--- config.mk ---
export PLATFORM = sky130hd
export DESIGN_NAME = pba_ctrl
export DESIGN_NICKNAME = d
export VERILOG_FILES = /design/src/design/pba_pkg.sv /design/src/design/pba_ctrl.sv
export SDC_FILE = /design/constraint.sdc
export NUM_CORES = 1
export LEC_CHECK = 0
export BUFFER_PORTS_ARGS = -buffer_cell sky130_fd_sc_hd__buf_4
export CELL_PAD_IN_SITES_DETAIL_PLACEMENT = 1
export CELL_PAD_IN_SITES_GLOBAL_PLACEMENT = 2
export CORE_MARGIN = 10
export CORE_UTILIZATION = 24
export CTS_CLUSTER_SIZE = 28
export DETAILED_ROUTE_END_ITERATION = 12
export GPL_ROUTABILITY_DRIVEN = 0
export PLACE_DENSITY = 0.92
export SLEW_MARGIN = 15
export SYNTH_ARGS = -nofsm -noshare
export SYNTH_HDL_FRONTEND = slang
export SYNTH_SLANG_ARGS = --single-unit
export TNS_END_PERCENT = 50
--- constraint.sdc ---
create_clock -name aclk -period 2.7 [get_ports aclk]
set_clock_uncertainty 0.15 [all_clocks]
set_input_delay 0.54 -clock aclk [delete_from_list [all_inputs] [get_ports aclk]]
set_output_delay 0.54 -clock aclk [all_outputs]
set_load 0.01 [all_outputs]
--- src/design/pba_pkg.sv ---
package pba_pkg;

    localparam int NUM_BLOCKS    = 64;
    localparam int MAX_SEQUENCES = 16;
    localparam int TOKEN_BITS    = 20;

    localparam int BLK_W     = $clog2(NUM_BLOCKS);
    localparam int CNT_W     = $clog2(NUM_BLOCKS + 1);
    localparam int SEQ_W     = $clog2(MAX_SEQUENCES);
    localparam int TBL_AW    = SEQ_W + BLK_W;
    localparam int NEED_W    = TOKEN_BITS + 1;
    localparam int DIV_CNT_W = $clog2(TOKEN_BITS);

    // Fixed field widths
    localparam int CMD_W     = 2;
    localparam int SEQF_W    = 4;
    localparam int TOKF_W    = 20;
    localparam int IDX_W     = 6;
    localparam int STAT_W    = 2;
    localparam int BLKF_W    = 6;
    localparam int LENF_W    = 7;
    localparam int TPB_W     = 11;
    localparam int BIU_W     = 7;
    localparam int CFG_IDX_W = 1;
    localparam int S_DATA_W  = 32;
    localparam int M_DATA_W  = 24;

    localparam logic [TPB_W-1:0] TPB_RESET = 11'd16;

    localparam logic [CMD_W-1:0] CMD_RESERVE = 2'd0;
    localparam logic [CMD_W-1:0] CMD_RELEASE = 2'd1;
    localparam logic [CMD_W-1:0] CMD_LOOKUP  = 2'd2;

    localparam logic [STAT_W-1:0] ST_OK        = 2'd0;
    localparam logic [STAT_W-1:0] ST_INVALID   = 2'd1;
    localparam logic [STAT_W-1:0] ST_EXHAUSTED = 2'd2;
    localparam logic [STAT_W-1:0] ST_INDEX     = 2'd3;

    localparam logic [CFG_IDX_W-1:0] CFG_TPB    = 1'b0;
    localparam logic [CFG_IDX_W-1:0] CFG_BLOCKS = 1'b1;

    typedef enum logic [3:0] {
        S_FILL,
        S_IDLE,
        S_DISPATCH,
        S_DIV,
        S_CHECK,
        S_MOVE_RES,
        S_MOVE_REL,
        S_DRAIN,
        S_RESULT
    } state_t;

    typedef struct packed {
        logic load;
        logic classify;
        logic div_step;
        logic decide;
        logic step_res;
        logic step_rel;
        logic fill_step;
        logic out_load;
    } dp_cmd_t;

    typedef struct packed {
        logic             reinit;
        logic             fill_last;
        logic [CMD_W-1:0] cmd;
        logic             tokens_zero;
        logic             len_zero;
        logic             div_last;
        logic             go_move;
        logic             move_last;
    } dp_stat_t;

endpackage

--- src/design/pba_ctrl.sv ---
module pba_ctrl (
    input  logic              aclk,
    input  logic              aresetn,
    input  logic              s_tvalid,
    output logic              s_tready,
    output logic              m_tvalid,
    input  logic              m_tready,
    input  pba_pkg::dp_stat_t stat,
    output pba_pkg::dp_cmd_t  cmd
);
    import pba_pkg::*;

    state_t state_reg, state_next;
    logic   m_valid_reg, m_valid_next;
    logic   out_free;

    assign out_free = !m_valid_reg || m_tready;
    assign m_tvalid = m_valid_reg;

    always_ff @(posedge aclk) begin
        if (!aresetn) begin
            state_reg   <= S_FILL;
            m_valid_reg <= 1'b0;
        end else begin
            state_reg   <= state_next;
            m_valid_reg <= m_valid_next;
        end
    end

    always_comb begin
        state_next = state_reg;
        case (state_reg)
            S_FILL:     if (stat.fill_last) state_next = S_IDLE;
            S_IDLE:     if (s_tvalid) state_next = S_DISPATCH;
            S_DISPATCH: begin
                if (stat.cmd == CMD_RESERVE) begin
                    state_next = stat.tokens_zero ? S_RESULT : S_DIV;
                end else if (stat.cmd == CMD_RELEASE) begin
                    state_next = stat.len_zero ? S_RESULT : S_MOVE_REL;
                end else begin
                    state_next = S_RESULT;
                end
            end
            S_DIV:      if (stat.div_last) state_next = S_CHECK;
            S_CHECK:    state_next = stat.go_move ? S_MOVE_RES : S_RESULT;
            S_MOVE_RES: if (stat.move_last) state_next = S_DRAIN;
            S_MOVE_REL: if (stat.move_last) state_next = S_DRAIN;
            S_DRAIN:    state_next = S_RESULT;
            S_RESULT:   if (out_free) state_next = S_IDLE;
            default:    state_next = S_FILL;
        endcase
        // a pool reinit restarts the ring fill
        if (stat.reinit) state_next = S_FILL;
    end

    always_comb begin
        cmd          = '0;
        s_tready     = 1'b0;
        m_valid_next = m_valid_reg && !m_tready;
        case (state_reg)
            S_FILL:     cmd.fill_step = 1'b1;
            S_IDLE: begin
                s_tready = 1'b1;
                cmd.load = s_tvalid;
            end
            S_DISPATCH: cmd.classify = 1'b1;
            S_DIV:      cmd.div_step = 1'b1;
            S_CHECK:    cmd.decide = 1'b1;
            S_MOVE_RES: cmd.step_res = 1'b1;
            S_MOVE_REL: cmd.step_rel = 1'b1;
            S_DRAIN:    cmd = '0;
            S_RESULT: begin
                if (out_free) begin
                    cmd.out_load = 1'b1;
                    m_valid_next = 1'b1;
                end
            end
            default:    cmd = '0;
        endcase
    end

endmodule

==> impl_metrics.env, run 1 <==
export IMPL_coreArea_um2=1800
export IMPL_crit_fanout=11
export IMPL_syn_inst=63
export IMPL_avgSynthCellArea_um2=7.51
export IMPL_relSlewSlack_pct=65.9
export IMPL_status="finished, final reports clean"
export IMPL_worstSetupPathType="flop to primary output"
export IMPL_fp_row_count=15
export IMPL_postCtsSetupRepairBufs=0
export IMPL_arrival_ps=1570
export IMPL_viasPerCell=5.02
export IMPL_final_common_cell="buf_4"
export IMPL_yosys_cell_types_count=31
export IMPL_crit_chain="nor4b_2 -> nor2b_1 -> buf_4"
export IMPL_holdCritPathClass="input port to flop"
export IMPL_synth_top_area_cell="dfxtp_1"
export IMPL_vias=552
export IMPL_yosysWarnings=0
export IMPL_whs_ps=368
export IMPL_htree_levels=1
export IMPL_syn_to_final_growth_pct=41.8
export IMPL_endpoint_kind="primary output"
export IMPL_nets=99
export IMPL_syn_nets=76
export IMPL_clk_latency_ps=240
export IMPL_grt_overflow=0
export IMPL_cts_tree="built"
export IMPL_synthAdderAreaFrac_pct=0
export IMPL_min_period_over_period_pct=83.8
export IMPL_synth_xor_area_share_pct=1.85
export IMPL_die_w_um=64.4
export IMPL_fin_tns_setup_ps=0
export IMPL_synth_top_family_by_area="simple AND/OR/NAND/NOR gates"
export IMPL_yosysSeqAreaShare_pct=21.2
export IMPL_drtIter0Drc=13
export IMPL_synth_seq_cells=5
export IMPL_required_ps=2010
export IMPL_die_area_um2=4150
export IMPL_grt_setup_unrepaired="no"
export IMPL_setup_viol=0
export IMPL_cts_hold_buf=0
export IMPL_grt_pass1_vias=533
export IMPL_wl_per_cell_um=14.3
export IMPL_num_antenna_cells=0
export IMPL_instances_no_fill=110
export IMPL_clkSlewWorstSetupHoldPaths_ps=40
export IMPL_totalWireLength_um=1580
export IMPL_yosys_top_cells_area="dfxtp_1 (21%), nor2_1 (5.6%), a21oi_1 (5.3%)"
export IMPL_power_leakage_nw=0.276
export IMPL_die_h_um=64.4
export IMPL_hpwl_um=1290
export IMPL_yosysTopAreaCellShare_pct=21.2
export IMPL_io_buffers=22
export IMPL_finalHoldViolCount=0
export IMPL_route_detailed_drc=0
export IMPL_fmax_ghz=0.442
export IMPL_synth_compound_area_share_pct=27.5
export IMPL_postRouteAntennaNets=0
export IMPL_grt_pass1_wl_um=2590
export IMPL_firstDrtPassIters=4
export IMPL_critPathMaxStageDelay_ps=530
export IMPL_drive_above_1_share_pct=32.9
export IMPL_maxCapViolations=0
export IMPL_synthesis_area_um2=473
export IMPL_powerDensity_nw_per_um2=316
export IMPL_antenna_found_initial=0
export IMPL_clockRootBuffer="clkbuf_4"
export IMPL_finalCriticalPeriod_ps=2260
export IMPL_drv_slew=0
export IMPL_cts_made_buffers=3
export IMPL_dp_cells=106
export IMPL_ctsResizeCount=0
export IMPL_grt_max_degree=16
export IMPL_cp_start_kind="flop"
export IMPL_clk_path_buf_depth=2
export IMPL_ioPinCount=23
export IMPL_cp_num_buf_inv=1
export IMPL_irDropWorstVdd_uv=157
export IMPL_worstMarginPinSlew_ps=510
export IMPL_start_util_pct=26.3
export IMPL_yosys_area_share_simple_pct=38.9
export IMPL_grt_util_all_layers_pct=7.66
export IMPL_path_delay_family="simple AND/OR/NAND/NOR gates"
export IMPL_muxShareOfSynthArea_pct=2.12
export IMPL_largest_reg_flops=4
export IMPL_crit_slowest_cell="dfxtp_1"
export IMPL_clock_sinks=5
export IMPL_final_cell_mix="buf_4 (22), nor2_1 (7), nor3_1 (5), a21oi_1 (5), dfxtp_1 (5)"
## synthesized netlist by cell type
cell,instances
a2111o_1,1
a211o_1,1
a211oi_1,1
a21oi_1,5
a22o_4,1
a31oi_1,1
and2_1,1
and2b_1,1
and4_1,1
buf_2,2
buf_6,1
clkbuf_1,1
dfxtp_1,5
inv_1,4
mux2i_1,1
nand2_1,3
nand2b_1,4
nand4bb_1,1
nor2_1,7
nor2b_1,2
nor3_1,5
nor4_1,1
nor4b_2,1
o21a_1,2
o21ai_0,3
o31ai_1,1
o32ai_2,1
or2b_1,1
or3_1,1
or4_1,2
xnor2_1,1
## layer usage
layer  track usage [%]  wire (µm)
met2              13.2        798
met1              8.03        672
met3              2.09         83
met5                 0          0
met4              4.81         24
## layout make-up
class | instances | area, µm²
fill | 239 | 1130
timing repair buffer | 22 | 165
inverter | 4 | 15.0
clock buffer | 4 | 26.3
sequential | 5 | 100
tap | 25 | 31.3
multi-input combinational | 50 | 333
## logic make-up (layout without fill, tap and decap cells)
logic type,after synthesis,in the layout
and+or+nand+nor,31,31
AOI/OAI and AO/OA,17,17
buffers and inverters,8,30
DFF,5,5
xor gates and xnor gates,1,1
muxes,1,1
## stage by stage
step	cell area [µm²]	setup WS (ps)	total power, mW	util (%)
global route	671	319	0.228	37.2
detailed placement	644	687	0.128	35.8
CTS	671	416	0.218	37.2
global placement	644	750	0.127	35.8
finish	671	438	0.212	37.2
floorplan	473	702	0.104	-
## where the power goes
group          switching (mW)  total, mW  internal (mW)
combinational          0.0185     0.0460         0.0275
clock                  0.0295     0.0853         0.0558
sequential            0.00535     0.0809         0.0755
total                  0.0533      0.212          0.159
## final timing paths
kind,cells after the start,slack (ps),endpoint,from
hold / removal,2,370,m_tvalid$_SDFF_PN0_,aresetn
hold reg to reg,3,540,state_reg[3]$_SDFFE_PP0P_,m_tvalid$_SDFF_PN0_
setup / recovery,3,440,cmd[0],state_reg[3]$_SDFFE_PP0P_
setup reg to reg,4,710,state_reg[1]$_SDFFE_PP0P_,state_reg[0]$_SDFFE_PP0P_
No activity file was read; power rests on OpenSTA's default activity.
==> run 2, diff against run 1 <==
CORE_UTILIZATION = 22   (was 24)
PLACE_DENSITY = 0.86   (was 0.92)
clock period = 2.1 ns   (was 2.7 ns; I/O delays follow)
==> impl_metrics.env, run 2 (same netlist as run 1, synthesis figures left out) <==
export IMPL_route_detailed_drc=0
export IMPL_grt_overflow=0
export IMPL_endpoint_kind="primary output"
export IMPL_place_area_um2=669
export IMPL_grt_setup_unrepaired="no"
export IMPL_finalCriticalPeriod_ps=1970
export IMPL_combPwrFrac_pct=22.6
export IMPL_ioPinCount=23
export IMPL_path_delay_family="flip-flops"
export IMPL_cts_tree="built"
export IMPL_sw_frac_of_total_pct=28.2
export IMPL_clk_path_buf_depth=2
export IMPL_fp_row_count=16
export IMPL_viasPerCell=4.92
export IMPL_die_w_um=66.4
export IMPL_dp_cells=111
export IMPL_holdCritPathClass="input port to flop"
export IMPL_clkSlewWorstSetupHoldPaths_ps=50
export IMPL_fillers=263
export IMPL_powerDensity_nw_per_um2=407
export IMPL_seqPwrFrac_pct=35.3
export IMPL_drtIter0Drc=9
export IMPL_top_usage_layer="met2"
export IMPL_grt_pass1_vias=562
export IMPL_cts_made_buffers=3
export IMPL_coreArea_um2=2000
export IMPL_required_ps=1530
export IMPL_wl_per_cell_um=14.7
export IMPL_grt_util_all_layers_pct=7.92
export IMPL_use_met3_pct=4.58
export IMPL_cp_start_kind="flop"
export IMPL_instances_no_fill=115
export IMPL_p_switching_mw=0.0813
export IMPL_clock_sinks=5
export IMPL_worstMarginPinSlew_ps=407
export IMPL_drive_above_1_share_pct=37.5
export IMPL_htree_levels=1
export IMPL_largest_reg_flops=4
export IMPL_relSlewSlack_pct=72.8
export IMPL_finalHoldViolCount=0
export IMPL_final_common_cell="buf_4"
export IMPL_critPathMaxStageDelay_ps=560
export IMPL_status="finished, final reports clean"
export IMPL_nets=102
export IMPL_power_total_mw=0.288
export IMPL_drv_slew=0
export IMPL_final_cell_mix="buf_4 (25), nor2_1 (6), nor3_1 (5), a21oi_1 (5)"
export IMPL_design_area_um2=708
export IMPL_io_buffers=22
export IMPL_grt_pass1_wl_um=2700
export IMPL_setup_viol=0
export IMPL_crit_chain="nand2b_1 -> nor3_1 -> and2_1 -> buf_4"
export IMPL_vias=566
export IMPL_irDropWorstVdd_uv=330
export IMPL_totalWireLength_um=1690
export IMPL_num_antenna_cells=0
export IMPL_clockRootBuffer="clkbuf_4"
export IMPL_met2_usage_pct=13.8
export IMPL_min_period_over_period_pct=93.7
export IMPL_syn_to_final_growth_pct=49.7
export IMPL_crit_slowest_cell="dfxtp_1"
export IMPL_fin_tns_setup_ps=0
export IMPL_fmax_ghz=0.508
export IMPL_antenna_found_initial=0
export IMPL_hpwl_um=1340
export IMPL_postRouteAntennaNets=0
export IMPL_crit_fanout=10
export IMPL_grt_max_degree=12
export IMPL_die_area_um2=4400
export IMPL_start_util_pct=23.6
export IMPL_internal_power_mw=0.207
export IMPL_pwr_share_clk_pct=42.1
export IMPL_cp_num_buf_inv=1
export IMPL_arrival_ps=1400
export IMPL_firstDrtPassIters=2
export IMPL_worstSetupPathType="flop to primary output"
export IMPL_die_h_um=66.4
export IMPL_maxCapViolations=0
export IMPL_clk_latency_ps=260
export IMPL_power_leakage_nw=0.293
export IMPL_use_met1_pct=8.05
export IMPL_cts_hold_buf=0
run 2: changes by cell type in the layout (fill, tap and decap cells not counted), sizes merged:
cell / change
buf: +3
run 2: per-stage QoR:
stage               hold slack, ps  utilization, %  setup WS (ps)
global route                   263            35.4           10.3
detailed placement             492            33.4            230
CTS                            258            35.2           27.1
floorplan                      388               -            222
finish                         258            35.4            132
global placement               493            33.4            253
run 2: cell type report:
type | count | area [µm²] | area share, %
Multi-Input combinational cell | 50 | 344 | 48.6
Timing Repair Buffer | 25 | 188 | 26.5
Sequential cell | 5 | 101 | 14.3
Tap cell | 27 | 33.8 | 4.77
Clock buffer | 4 | 26.3 | 3.71
Inverter | 4 | 15.0 | 2.12
run 2: worst reg2reg max path, stage by stage, from the launching register on:
cell and delay (ps):
dfxtp_1 560, nor4b_4 110, a22o_4 290, or4_1 490
a31oi_1 170
run 2: per-layer routing:
metal,vias up,share of wire [%]
met4,0,1.0
met5,-,0
li1,283,-
met2,12,53
met3,2,4.9
met1,269,41
run 2: final timing paths:
path,start,endpoint,slack (ps),cells after the start
max reg2reg,state_reg[1]$_SDFFE_PP0P_,state_reg[1]$_SDFFE_PP0P_,250,4
min,aresetn,m_tvalid$_SDFF_PN0_,260,2
max,state_reg[1]$_SDFFE_PP0P_,cmd[7],130,4
min reg2reg,state_reg[3]$_SDFFE_PP0P_,state_reg[2]$_SDFFE_PP0P_,540,2
run 2: power groups by stage:
stage	clock, mW	combinational, mW	sequential [mW]
after floorplan	0	0.0327	0.101
after global placement	0	0.0633	0.103
after detailed placement	0	0.0653	0.103
after CTS	0.125	0.0660	0.102
after global routing	0.132	0.0715	0.102
final	0.121	0.0652	0.102
run 2: timing repair:
action,in CTS,in global routing
setup endpoints to repair,1,2
setup buffers,0,0
pin swaps,0,0
cloned,0,0
hold endpoints to repair,0,0
gates resized for setup,1,2
==> run 3, diff against run 2 <==
CELL_PAD_IN_SITES_DETAIL_PLACEMENT = unset   (was 1)
CELL_PAD_IN_SITES_GLOBAL_PLACEMENT = unset   (was 2)
CORE_AREA = 10 10 47 49   (was unset)
CORE_MARGIN = unset   (was 10)
CORE_UTILIZATION = unset   (was 22)
DIE_AREA = 0 0 57 59   (was unset)
PLACE_DENSITY = 0.76   (was 0.86)
==> impl_metrics.env, run 3 (same netlist as run 1, synthesis figures left out) <==
export IMPL_regToRegEndpoint="state_reg[1]$_SDFFE_PP0P_"
export IMPL_crit_fanout=11
export IMPL_cts_hold_buf=0
export IMPL_startpoint="state_reg[3]$_SDFFE_PP0P_"
export IMPL_reg2reg_from="state_reg[3]$_SDFFE_PP0P_"
export IMPL_ioPinCount=23
export IMPL_die_w_um=57
export IMPL_power_leakage_nw=0.288
export IMPL_largest_reg_flops=4
export IMPL_finalCriticalPeriod_ps=2010
export IMPL_postCtsSetupRepairBufs=0
export IMPL_irDropWorstVdd_uv=220
export IMPL_die_area_um2=3360
export IMPL_relSlewSlack_pct=74.5
export IMPL_status="finished, final reports clean"
export IMPL_powerDensity_nw_per_um2=412
export IMPL_holdCritPathClass="input port to flop"
export IMPL_drtIter0Drc=12
export IMPL_crit_chain="nor4b_4 -> nor2b_1 -> buf_4"
export IMPL_ff2ff_path_depth=4
export IMPL_final_common_cell="buf_4"
export IMPL_start_util_pct=33.8
export IMPL_cts_made_buffers=3
export IMPL_critPathMaxStageDelay_ps=540
export IMPL_worstMarginPinSlew_ps=382
export IMPL_cts_tree="built"
export IMPL_hpwl_um=1130
export IMPL_grt_util_all_layers_pct=9.11
export IMPL_grt_pass1_vias=557
export IMPL_drv_slew=0
export IMPL_grt_pass1_wl_um=2480
export IMPL_coreArea_um2=1400
export IMPL_nets=100
export IMPL_dr_wl_met3_um=116
export IMPL_grt_max_degree=16
export IMPL_clock_sinks=5
export IMPL_setup_viol=0
export IMPL_fp_row_count=14
export IMPL_fin_tns_setup_ps=0
export IMPL_route_detailed_drc=0
export IMPL_num_antenna_cells=0
export IMPL_postRouteAntennaNets=0
export IMPL_syn_to_final_growth_pct=44.7
export IMPL_worstSetupPathType="flop to primary output"
export IMPL_vias=554
export IMPL_maxCapViolations=0
export IMPL_grt_overflow=0
export IMPL_fin_util_pct=48.8
export IMPL_wl_met1_um=510
export IMPL_antenna_found_initial=0
export IMPL_clk_path_buf_depth=2
export IMPL_viasPerCell=5.43
export IMPL_grt_setup_unrepaired="yes"
export IMPL_endpoint_kind="primary output"
export IMPL_wl_per_cell_um=13.9
export IMPL_totalWireLength_um=1420
export IMPL_drive_above_1_share_pct=38.4
export IMPL_clockRootBuffer="clkbuf_4"
export IMPL_endpoint="cmd[0]"
export IMPL_required_ps=1530
export IMPL_r2r_setup_slack_ps=210
export IMPL_cp_start_kind="flop"
export IMPL_finalHoldViolCount=0
export IMPL_die_h_um=59
export IMPL_min_period_over_period_pct=95.6
export IMPL_clkSlewWorstSetupHoldPaths_ps=40
export IMPL_firstDrtPassIters=4
export IMPL_top_layer_used="met4"
export IMPL_clk_latency_ps=250
export IMPL_io_buffers=22
export IMPL_arrival_ps=1440
export IMPL_final_cell_mix="buf_4 (23), nor2_1 (7), a21oi_1 (5)"
export IMPL_htree_levels=1
export IMPL_fmax_ghz=0.498
export IMPL_met2_length_um=756
export IMPL_crit_slowest_cell="dfxtp_1"
run 3: final cells by class:
cell class / instances / area (µm²)
inverters: 4 / 15.0
clock buffers: 4 / 26.3
flip-flops and latches: 5 / 104
well taps: 16 / 20.0
fillers: 141 / 717
multi-input cells: 50 / 347
repair buffers: 23 / 173
run 3: worst min-delay path by stage:
| stage | depth (start not counted) | end | start |
|---|---|---|---|
| finish | 2 | m_tvalid$_SDFF_PN0_ | aresetn |
| global route | 2 | m_tvalid$_SDFF_PN0_ | aresetn |
| CTS | 2 | m_tvalid$_SDFF_PN0_ | aresetn |
| detailed placement | 2 | m_tvalid$_SDFF_PN0_ | aresetn |
| global placement | 2 | m_tvalid$_SDFF_PN0_ | aresetn |
| floorplan | 1 | m_tvalid$_SDFF_PN0_ | aresetn |
run 3: power breakdown:
part | leakage (nW) | internal (mW) | total (mW) | switching [mW]
clock network | 0.0150 | 0.0721 | 0.115 | 0.0434
logic | 0.231 | 0.0371 | 0.0640 | 0.0268
registers | 0.0419 | 0.0974 | 0.102 | 0.00492
run 3: metrics by stage:
stage / total power [mW] / hold WS, ps / setup slack [ps] / cells / instance area (µm²)
2_1_floorplan: 0.134 / 388 / 222 / 63 / 473
5_1_grt: 0.295 / 250 / -14.5 / 102 / 684
3_5_place_dp: 0.166 / 490 / 174 / 98 / 641
6_report: 0.282 / 231 / 91.9 / 102 / 684
3_3_place_gp: 0.164 / 498 / 256 / 98 / 641
4_1_cts: 0.283 / 231 / 26.9 / 102 / 667
run 3: timing repair:
action                                  CTS  global route
resized for setup                         0             5
endpoints found under the hold margin     0             0
endpoints found under the setup margin    0             4
run 3: layer usage:
layer | global-route usage (%) | vias up
li1 | - | 273
met1 | 9.12 | 251
met2 | 15.5 | 25
met3 | 3.22 | 5
met4 | 6.38 | 0
met5 | 0 | -
run 3: worst max-delay path: cells and delay by family (launching register included):
kind	cells	cell delay, ps
buf+inv	1	130
flops	1	540
simple gates	2	530
